### src/repeated_packet_filter_unit_macros.svh
// Assertion macros for the repeated packet filter.
// Included by the top level; no other dependencies.
`ifndef REPEATED_PACKET_FILTER_UNIT_MACROS_SVH
`define REPEATED_PACKET_FILTER_UNIT_MACROS_SVH
`ifndef SYNTHESIS
`define RPF_ASSERT_IMP(label, clk, rst, pre, post) \
  label: assert property (@(posedge clk) disable iff (rst) (pre) |-> (post)) \
    else $error("rpf assertion failed");
`define RPF_ASSERT_NEXT(label, clk, rst, pre, post) \
  label: assert property (@(posedge clk) disable iff (rst) (pre) |=> (post)) \
    else $error("rpf assertion failed");
`else
`define RPF_ASSERT_IMP(label, clk, rst, pre, post)
`define RPF_ASSERT_NEXT(label, clk, rst, pre, post)
`endif
`endif

### src/rpf_pkg.sv
// Shared types, constants and the fold function of the repeated packet filter.
// No dependencies.
package rpf_pkg;

  localparam logic [31:0] SUM_INIT  = 32'h0000_FFFF;
  localparam logic [8:0]  BLOCK_LEN = 9'd359;
  localparam logic [7:0]  AGE_MAX   = 8'hFF;
  localparam logic [4:0]  CAP_RESET = 5'd16;

  typedef struct packed {
    logic [15:0] address;
    logic [7:0]  msg_ref;
    logic [31:0] sum;
    logic [7:0]  age;
  } entry_t;

  typedef struct packed {
    logic clear;
    logic add_low;
    logic add_high;
    logic fold;
  } sum_cmd_t;

  function automatic logic [31:0] fold16(input logic [31:0] x);
    return {16'h0000, x[15:0]} + {16'h0000, x[31:16]};
  endfunction

endpackage

### src/rpf_if.sv
// Handshake channels of the repeated packet filter: payload words in, results out.
// No dependencies.
interface rpf_in_if;
  logic        valid;
  logic        ready;
  logic [15:0] source_device;
  logic [7:0]  message_ref;
  logic [15:0] payload_word;
  logic        word_valid;
  logic        last_word;

  modport source (output valid, source_device, message_ref, payload_word, word_valid,
                  last_word, input ready);
  modport sink (input valid, source_device, message_ref, payload_word, word_valid,
                last_word, output ready);
endinterface

interface rpf_out_if;
  logic        valid;
  logic        ready;
  logic        is_repeat;
  logic [31:0] packet_checksum;
  logic        evicted;

  modport source (output valid, is_repeat, packet_checksum, evicted, input ready);
  modport sink (input valid, is_repeat, packet_checksum, evicted, output ready);
endinterface

### src/rpf_sum_unit.sv
// Fletcher-32 running sums with block folding and a block word count.
// Depends on rpf_pkg.
module rpf_sum_unit (
  input  logic             clk,
  input  logic             rst,
  input  rpf_pkg::sum_cmd_t cmd,
  input  logic [15:0]      word,
  output logic             block_full,
  output logic             block_open,
  output logic [31:0]      checksum
);
  import rpf_pkg::*;

  logic [31:0] run_sum_low;
  logic [31:0] run_sum_high;
  logic [8:0]  block_words;

  always_ff @(posedge clk) begin
    if (rst || cmd.clear) begin
      run_sum_low  <= SUM_INIT;
      run_sum_high <= SUM_INIT;
      block_words  <= '0;
    end else begin
      if (cmd.add_low) begin
        run_sum_low <= run_sum_low + {16'h0000, word};
        block_words <= block_words + 9'd1;
      end
      if (cmd.add_high) begin
        run_sum_high <= run_sum_high + run_sum_low;
      end
      if (cmd.fold) begin
        run_sum_low  <= fold16(run_sum_low);
        run_sum_high <= fold16(run_sum_high);
        block_words  <= '0;
      end
    end
  end

  assign block_full = (block_words >= BLOCK_LEN);
  assign block_open = (block_words != 9'd0);
  assign checksum   = {run_sum_high[15:0], run_sum_low[15:0]};

endmodule

### src/repeated_packet_filter_unit.sv
// Repeated packet filter: Fletcher-32 over payload words, then a table lookup per packet.
// Depends on rpf_pkg, rpf_if, rpf_sum_unit and repeated_packet_filter_unit_macros.svh.
//
// Usage:
//   words: one payload word per item, with source_device, message_ref, word_valid and
//     last_word. An item with word_valid 0 adds nothing; last_word closes the packet.
//   result: one item per packet (is_repeat, packet_checksum, evicted), none otherwise.
//   capacity_we/capacity_data: write the capacity register while the block is idle.
// Word handling: only S_IDLE takes an item. A counted word then passes S_ACC, and
//   S_FOLD too when it closes a 359-word block; a word with word_valid 0 that does not
//   close the packet stays in S_IDLE. The sums are updated in two steps.
//   After the last word no item is taken until the result register is loaded.
// Closing a packet: the folds of S_FIN1 (only when the block is open) and S_FIN2, a walk
//   over the table memory in S_SRCH (one read per cycle, registered read data), then
//   S_DECIDE updates the entry and loads the result register.
// Reset: clears the table valid bits, the fill count and the sums; capacity returns
//   to 16. No clearing pass is needed. No item is taken while reset is high.
// Stall: the result register holds until taken; words are still accepted meanwhile,
//   and the block waits only when a second packet result is ready before the first
//   has been taken.
`include "repeated_packet_filter_unit_macros.svh"
module repeated_packet_filter_unit #(
  parameter int TABLE_DEPTH = 16
) (
  input  logic         clk,
  input  logic         rst,
  rpf_in_if.sink       words,
  rpf_out_if.source    result,
  input  logic         capacity_we,
  input  logic [4:0]   capacity_data
);
  import rpf_pkg::*;

  localparam int IDX_W = (TABLE_DEPTH > 1) ? $clog2(TABLE_DEPTH) : 1;
  localparam int CNT_W = $clog2(TABLE_DEPTH + 1);
  localparam int CMP_W = ((CNT_W > 5) ? CNT_W : 5) + 1;

  typedef enum logic [2:0] {
    S_IDLE, S_ACC, S_FOLD, S_FIN1, S_FIN2, S_SRCH, S_DECIDE
  } state_t;

  state_t             state;
  logic [4:0]         capacity;
  logic [15:0]        dev;
  logic [7:0]         msg_ref;
  logic               last_q;

  entry_t             mem [TABLE_DEPTH];
  entry_t             rdata;
  logic               rvalid;
  logic [IDX_W-1:0]   ridx;
  logic               rd_pend;
  logic [CNT_W-1:0]   rd_cnt;
  logic [TABLE_DEPTH-1:0] slot_valid;
  logic [TABLE_DEPTH-1:0] slot_valid_next;
  logic [CNT_W-1:0]   slot_count;

  logic               hit_found;
  logic [IDX_W-1:0]   hit_idx;
  entry_t             hit_entry;
  logic               vic_found;
  logic [IDX_W-1:0]   vic_idx;
  logic [7:0]         vic_age;
  logic [15:0]        vic_addr;
  logic               free_found;
  logic [IDX_W-1:0]   free_idx;

  sum_cmd_t           cmd;
  logic               block_full;
  logic               block_open;
  logic [31:0]        checksum;

  logic               accept;
  logic               go;
  logic               take_hit;
  logic               take_vic;
  logic               take_free;
  logic               repeat_hit;
  logic               full;
  logic               evict;
  logic [IDX_W-1:0]   ins_idx;
  logic [CMP_W-1:0]   cap_ext;
  logic [CMP_W-1:0]   eff_cap;
  logic               mem_we;
  logic [IDX_W-1:0]   wr_idx;
  entry_t             wr_entry;

  rpf_sum_unit u_sum (
    .clk        (clk),
    .rst        (rst),
    .cmd        (cmd),
    .word       (words.payload_word),
    .block_full (block_full),
    .block_open (block_open),
    .checksum   (checksum)
  );

  assign words.ready = (state == S_IDLE) && !rst;
  assign accept      = words.valid && words.ready;
  assign go          = (state == S_DECIDE) && (!result.valid || result.ready);

  always_comb begin
    cmd = '0;
    case (state)
      S_IDLE:   cmd.add_low = accept && words.word_valid;
      S_ACC:    cmd.add_high = 1'b1;
      S_FOLD:   cmd.fold = 1'b1;
      S_FIN1:   cmd.fold = block_open;
      S_FIN2:   cmd.fold = 1'b1;
      S_DECIDE: cmd.clear = go;
      default:  cmd = '0;
    endcase
  end

  assign take_hit  = rd_pend && rvalid && (rdata.address == dev) && !hit_found;
  assign take_vic  = rd_pend && rvalid &&
                     (!vic_found || (rdata.age < vic_age) ||
                      ((rdata.age == vic_age) && (rdata.address < vic_addr)));
  assign take_free = rd_pend && !rvalid && !free_found;

  assign cap_ext = CMP_W'(capacity);
  always_comb begin
    if (capacity == 5'd0) begin
      eff_cap = CMP_W'(1);
    end else if (cap_ext > CMP_W'(TABLE_DEPTH)) begin
      eff_cap = CMP_W'(TABLE_DEPTH);
    end else begin
      eff_cap = cap_ext;
    end
  end
  assign full       = (CMP_W'(slot_count) >= eff_cap);
  assign repeat_hit = hit_found && (hit_entry.msg_ref == msg_ref) &&
                      (hit_entry.sum == checksum);
  assign evict      = !hit_found && full && vic_found;
  assign ins_idx    = (evict && (!free_found || (vic_idx < free_idx))) ? vic_idx : free_idx;

  always_comb begin
    slot_valid_next = slot_valid;
    if (evict) begin
      slot_valid_next[vic_idx] = 1'b0;
    end
    slot_valid_next[ins_idx] = 1'b1;
  end

  always_comb begin
    mem_we   = 1'b0;
    wr_idx   = ins_idx;
    wr_entry = '{address: dev, msg_ref: msg_ref, sum: checksum, age: 8'd0};
    if (go) begin
      if (hit_found) begin
        mem_we        = !repeat_hit;
        wr_idx        = hit_idx;
        wr_entry.age  = (hit_entry.age == AGE_MAX) ? AGE_MAX : hit_entry.age + 8'd1;
      end else begin
        mem_we = 1'b1;
      end
    end
  end

  always_ff @(posedge clk) begin
    if (mem_we) begin
      mem[wr_idx] <= wr_entry;
    end
    rdata  <= mem[rd_cnt[IDX_W-1:0]];
    rvalid <= slot_valid[rd_cnt[IDX_W-1:0]];
    ridx   <= rd_cnt[IDX_W-1:0];
  end

  always_ff @(posedge clk) begin
    if (rst) begin
      state        <= S_IDLE;
      capacity     <= CAP_RESET;
      rd_pend      <= 1'b0;
      rd_cnt       <= '0;
      slot_valid   <= '0;
      slot_count   <= '0;
      hit_found    <= 1'b0;
      vic_found    <= 1'b0;
      free_found   <= 1'b0;
      result.valid <= 1'b0;
    end else begin
      if (capacity_we) begin
        capacity <= capacity_data;
      end
      if (go) begin
        result.valid <= 1'b1;
      end else if (result.valid && result.ready) begin
        result.valid <= 1'b0;
      end
      rd_pend <= (state == S_SRCH) && (rd_cnt != CNT_W'(TABLE_DEPTH));

      if (take_hit) begin
        hit_found <= 1'b1;
        hit_idx   <= ridx;
        hit_entry <= rdata;
      end
      if (take_vic) begin
        vic_found <= 1'b1;
        vic_idx   <= ridx;
        vic_age   <= rdata.age;
        vic_addr  <= rdata.address;
      end
      if (take_free) begin
        free_found <= 1'b1;
        free_idx   <= ridx;
      end

      case (state)
        S_IDLE: begin
          if (accept) begin
            dev     <= words.source_device;
            msg_ref <= words.message_ref;
            last_q  <= words.last_word;
            if (words.word_valid) begin
              state <= S_ACC;
            end else if (words.last_word) begin
              state <= S_FIN1;
            end
          end
        end
        S_ACC: begin
          if (block_full) begin
            state <= S_FOLD;
          end else begin
            state <= last_q ? S_FIN1 : S_IDLE;
          end
        end
        S_FOLD: begin
          state <= last_q ? S_FIN1 : S_IDLE;
        end
        S_FIN1: begin
          state <= S_FIN2;
        end
        S_FIN2: begin
          rd_cnt     <= '0;
          hit_found  <= 1'b0;
          vic_found  <= 1'b0;
          free_found <= 1'b0;
          state      <= S_SRCH;
        end
        S_SRCH: begin
          // walk the table one entry per cycle; the last read lands as we leave
          if (rd_cnt == CNT_W'(TABLE_DEPTH)) begin
            state <= S_DECIDE;
          end else begin
            rd_cnt <= rd_cnt + CNT_W'(1);
          end
        end
        S_DECIDE: begin
          if (go) begin
            if (!hit_found) begin
              slot_valid <= slot_valid_next;
              if (!evict) begin
                slot_count <= slot_count + CNT_W'(1);
              end
            end
            result.is_repeat       <= repeat_hit;
            result.packet_checksum <= checksum;
            result.evicted         <= evict;
            state                  <= S_IDLE;
          end
        end
        default: state <= S_IDLE;
      endcase
    end
  end

  `RPF_ASSERT_IMP(a_count_bound, clk, rst, 1'b1, (CMP_W'(slot_count) <= CMP_W'(TABLE_DEPTH)))
  `RPF_ASSERT_IMP(a_count_match, clk, rst, 1'b1, ($countones(slot_valid) == int'(slot_count)))
  `RPF_ASSERT_IMP(a_room_found, clk, rst, (go && !hit_found), (free_found || evict))
  `RPF_ASSERT_NEXT(a_result_loaded, clk, rst, go, result.valid)

endmodule

### src/flat_wrapper.sv
// flat-port wrapper written by rule: the top's interface ports become plain ports
module repeated_packet_filter_unit_flat import rpf_pkg::*;
#(
  parameter int TABLE_DEPTH = 16
)
  (clk, rst, capacity_we, capacity_data, words_valid, words_source_device, words_message_ref, words_payload_word, words_word_valid, words_last_word, words_ready, result_valid, result_is_repeat, result_packet_checksum, result_evicted, result_ready);
  rpf_in_if words_i ();
  rpf_out_if result_i ();
  input  logic clk;
  input  logic rst;
  input  logic capacity_we;
  input  logic [4:0] capacity_data;
  input wire logic [$bits(words_i.valid)-1:0] words_valid;
  input wire logic [$bits(words_i.source_device)-1:0] words_source_device;
  input wire logic [$bits(words_i.message_ref)-1:0] words_message_ref;
  input wire logic [$bits(words_i.payload_word)-1:0] words_payload_word;
  input wire logic [$bits(words_i.word_valid)-1:0] words_word_valid;
  input wire logic [$bits(words_i.last_word)-1:0] words_last_word;
  output wire logic [$bits(words_i.ready)-1:0] words_ready;
  output wire logic [$bits(result_i.valid)-1:0] result_valid;
  output wire logic [$bits(result_i.is_repeat)-1:0] result_is_repeat;
  output wire logic [$bits(result_i.packet_checksum)-1:0] result_packet_checksum;
  output wire logic [$bits(result_i.evicted)-1:0] result_evicted;
  input wire logic [$bits(result_i.ready)-1:0] result_ready;
  assign words_i.valid = words_valid;
  assign words_i.source_device = words_source_device;
  assign words_i.message_ref = words_message_ref;
  assign words_i.payload_word = words_payload_word;
  assign words_i.word_valid = words_word_valid;
  assign words_i.last_word = words_last_word;
  assign words_ready = words_i.ready;
  assign result_valid = result_i.valid;
  assign result_is_repeat = result_i.is_repeat;
  assign result_packet_checksum = result_i.packet_checksum;
  assign result_evicted = result_i.evicted;
  assign result_i.ready = result_ready;
  repeated_packet_filter_unit #(.TABLE_DEPTH(TABLE_DEPTH)) u_core (.clk(clk), .rst(rst), .words(words_i), .result(result_i), .capacity_we(capacity_we), .capacity_data(capacity_data));
endmodule
### config.mk
export PLATFORM = sky130hd
export DESIGN_NAME = repeated_packet_filter_unit_flat
export DESIGN_NICKNAME = d
export VERILOG_FILES = /design/src/rpf_pkg.sv /design/src/rpf_if.sv /design/src/rpf_sum_unit.sv /design/src/repeated_packet_filter_unit.sv /design/src/flat_wrapper.sv
export VERILOG_INCLUDE_DIRS = /design/src /design/src/src
export SDC_FILE = /design/constraint.sdc
export NUM_CORES = 2
export LEC_CHECK = 0
export CAP_MARGIN = 20
export CORE_UTILIZATION = 30
export CTS_BUF_LIST = sky130_fd_sc_hd__clkbuf_4
export CTS_CLUSTER_SIZE = 20
export DETAILED_ROUTE_END_ITERATION = 8
export DONT_BUFFER_PORTS = 1
export PLACE_DENSITY = 0.5
export SLEW_MARGIN = 0
export SYNTH_ARGS = -nofsm -noshare
export SYNTH_HDL_FRONTEND = slang
export SYNTH_SLANG_ARGS = --single-unit
### constraint.sdc
create_clock -name clk -period 12 [get_ports clk]
set_clock_uncertainty 0.1 [all_clocks]
set_input_delay 3.6 -clock clk [delete_from_list [all_inputs] [get_ports clk]]
set_output_delay 3.6 -clock clk [all_outputs]
set_load 0.01 [all_outputs]
==> out/results.tsv <==
stage	metric	value	unit
outcome	status	completed	
global_route	grt_first_pass_wirelength	205000	um
placed_design	pre_cts_slack	4430	ps
detailed_routing	drc	0	
setup_path	endpoint_kind	output port	
timing	fin_tns_setup	0	ps
synthesis	synth_top_flop_cell	edfxtp_1	
hold_path	worstHoldStart	u_core.rdata[17]	
clock_tree	cts_tree	done	
synthesis	synth_cell_type_count	78	
timing	finalWorstSetupSlack	4440	ps
floorplan	start_util	0.303	
synthesis	synthMostInstantiatedCell	edfxtp_1	
synthesis	synth_seq_area_share	0.713	
clock_tree	clk_transition_reported_paths	70	ps
setup_path	critical_path.reg2reg.startpoint	u_core.capacity[1]	
timing	tightest_slew	1100	ps
floorplan	die_x	427	um
timing	slew-limit-headroom	0.264	
setup_path	path_delay_family	simple AND/OR/NAND/NOR gates	
setup_path	crit_path_top_delay_cell	nor4_4	
clock_tree	worstSkewPairLatency	1320	ps
setup_path	crit_chain	nor4_4	
clock_tree	post-cts-setup-buffers	0	
clock_tree	holdBufCountCts	0	
pwr	pwr-share-clk	0.401	
timing	timing_hold_violations_final	0	
hold_path	hold_class	flop to flop	
global_route	number_of_global_route_vias_before_repair	30219	
synthesis	yosys-top-cells-count	edfxtp_1 (1167), mux4_2 (325), dfxtp_1 (181)	
placed_design	globalplace.congestion	0.784	
setup_path	cp-start-kind	input pin	
timing	fin_crit_sh	0.630	
synthesis	syn_inst	2934	
layout	area_delta_synth_final	15.0	%
floorplan	fp.dieH	427	um
synthesis	synth_largest_type_area_fraction	0.647	
global_route	globalRouteOverflowTotal	0	
detailed_routing	dr.pass1.iters	5	
synthesis	postSynthRegisterBits	1348	
floorplan	placement_rows	155	
placed_design	buffer_ports.inserted	0	
run	max_cap_viol_count	0	
detailed_routing	avgRoutedWirePerCell	23.8	um
clock_tree	post_cts.resized_instances	0	
synthesis	synthesis.nets	3106	
pwr	net_switching_power	2.57	mW
clock_tree	clock_tree.htree_level_count	5	
synthesis	count_of_flip_flops_with_a_built_in_enable_after_synthesis	1167	
timing	fmaxAchievable	132	MHz
pwr	vdd.ir_drop.worst	0.0000902	V
placed_design	dpl.hpwl	79900	um
pwr	cellLeakagePower	19.7	nW
timing	period_needed	7560	ps
global_route	grt.total_usage	0.155	
synthesis	synth.area.top_cells	edfxtp_1 (65%), mux4_2 (14%), dfxtp_1 (6.7%)	
setup_path	timing_worst_setup_path_type	input pin to output port	
synthesis	synthesis.area	54200	sq um
global_route	antenna_found_initial	4	
floorplan	num_io_pins	88	
pwr	intPower	7.80	mW
synthesis	ys_async_sr_fraction	0	
clock_tree	cts_made_buffers	370	
layout	nets	3467	
synthesis	netlist.top_cell.by_area	edfxtp_1	
timing	final-setup-viol-count	0	
setup_path	worstPathRequired	8300	ps
detailed_routing	dr.first_iter.drc_count	2000	
timing	final_max_slew_viol_count	0	
pwr	switching_share	0.248	
layout	share_of_cells_above_drive_strength_1	0.296	
detailed_routing	totalWireLength	141000	um
floorplan	placeableCoreArea	179000	sq um
detailed_routing	via_per_inst	4.87	
pwr	pwr_density_cell	166	nW/um^2
setup_path	critPathLaunch	rst	
timing	grt_setup_unrepaired	false	
setup_path	timing.critical_path.buf_inv	0	
detailed_routing	dr_total_vias	28891	
detailed_routing	postRouteAntennaNets	0	
clock_tree	clk_root_buffer_cell	clkbuf_4	
pwr	share_comb_of_total_power	0.082	
synthesis	ys.warnings.count	0	
setup_path	worstPathMaxFanout	24	
global_route	grt_max_degree	112	
synthesis	average_cell_area_after_synthesis	18.5	sq um
clock_tree	tritoncts_num_sinks	1348	
clock_tree	max-clock-path-buffers	4	
setup_path	arrival	3860	ps
setup_path	slowest_cell_delay_on_critical_path	240	ps
floorplan	die_area	182000	sq um
pwr	power_frac_seq	0.517	
stage by stage:
step	total power, mW	std cells	hold WS, ps	cell area [sq um]	util
floorplan	5.95	2934	229	54200	-
global placement	6.31	5272	287	57500	0.321
detailed placement	6.31	5272	289	57500	0.321
CTS	10.5	5918	252	62300	0.348
global route	10.9	5930	262	62300	0.348
finish	10.4	5936	261	62300	0.348
cell usage in the layout (no fill, tap or decap), drive strengths merged, types with 12 or more instances in the layout:
cell type / n
nor3: 40
a211oi: 13
nand2: 117
nor2b: 15
diode: 12
buf: 95
nand4: 30
mux4: 325
a31oi: 14
clkinv: 65
inv: 73
o211ai: 28
clkbuf: 571
nor2: 97
a21o: 40
and3: 15
o21ai: 105
xor2: 50
xnor2: 90
nand2b: 30
nand3: 30
ha: 116
dfxtp: 181
edfxtp: 1167
a21oi: 94
per-layer routing:
layer | vias to the layer above | GRT usage | wire length (um)
met4 | 0 | 0.0522 | 3230
met5 | - | 0 | 0
li1 | 12894 | - | -
met1 | 14925 | 0.201 | 61600
met2 | 817 | 0.256 | 68700
met3 | 255 | 0.0364 | 7700
cells by family (layout without fill, tap and decap cells):
group,Yosys count,in the layout,synth area share
AOI/OAI and AO/OA,392,392,0.0474
xor gates and xnor gates,140,140,0.0226
adders and majority gates,120,120,0.0283
buffers and inverters,174,809,0.0124
DFF,1348,1348,0.713
muxes,339,339,0.138
other,0,12,0
and+or+nand+nor,421,421,0.0382
cell type report:
class	count	area, sq um
Multi-Input combinational cell	1412	15000
Timing Repair Buffer	95	758
Fill cell	17077	117000
Antenna cell	12	30.0
Inverter	68	255
Clock buffer	571	4290
Sequential cell	1348	38700
Clock inverter	75	420
Tap cell	2355	2950
sequential cells by signal, indices dropped and copies added, names as in the netlist, 9 cells and up:
signal / cells
u_core.u_sum.block_words: 9
u_core.result.packet_checksum: 32
u_core.rdata: 64
u_core.hit_entry: 48
u_core.u_sum.run_sum_low: 32
u_core.slot_valid: 16
u_core.dev: 16
u_core.u_sum.run_sum_high: 32
u_core.vic_addr: 16
u_core.mem: 1024
path summary, 6_finish.rpt:
path | endpoint | slack, ps | cells after the start
min | u_core.hit_entry[17] | 260 | 0
max reg2reg | u_core.mem[4][58] | 6650 | 14
max | words_ready | 4440 | 1
min reg2reg | u_core.hit_entry[17] | 260 | 0
power by group through the flow:
stage / Sequential [mW] / Clock (mW) / Combinational [mW]
after detailed placement: 5.47 / 0 / 0.841
after floorplan: 5.46 / 0 / 0.492
final: 5.36 / 4.16 / 0.848
after CTS: 5.37 / 4.32 / 0.848
after global placement: 5.47 / 0 / 0.839
after global routing: 5.37 / 4.55 / 0.942
Power figures use the tool's default switching activity.
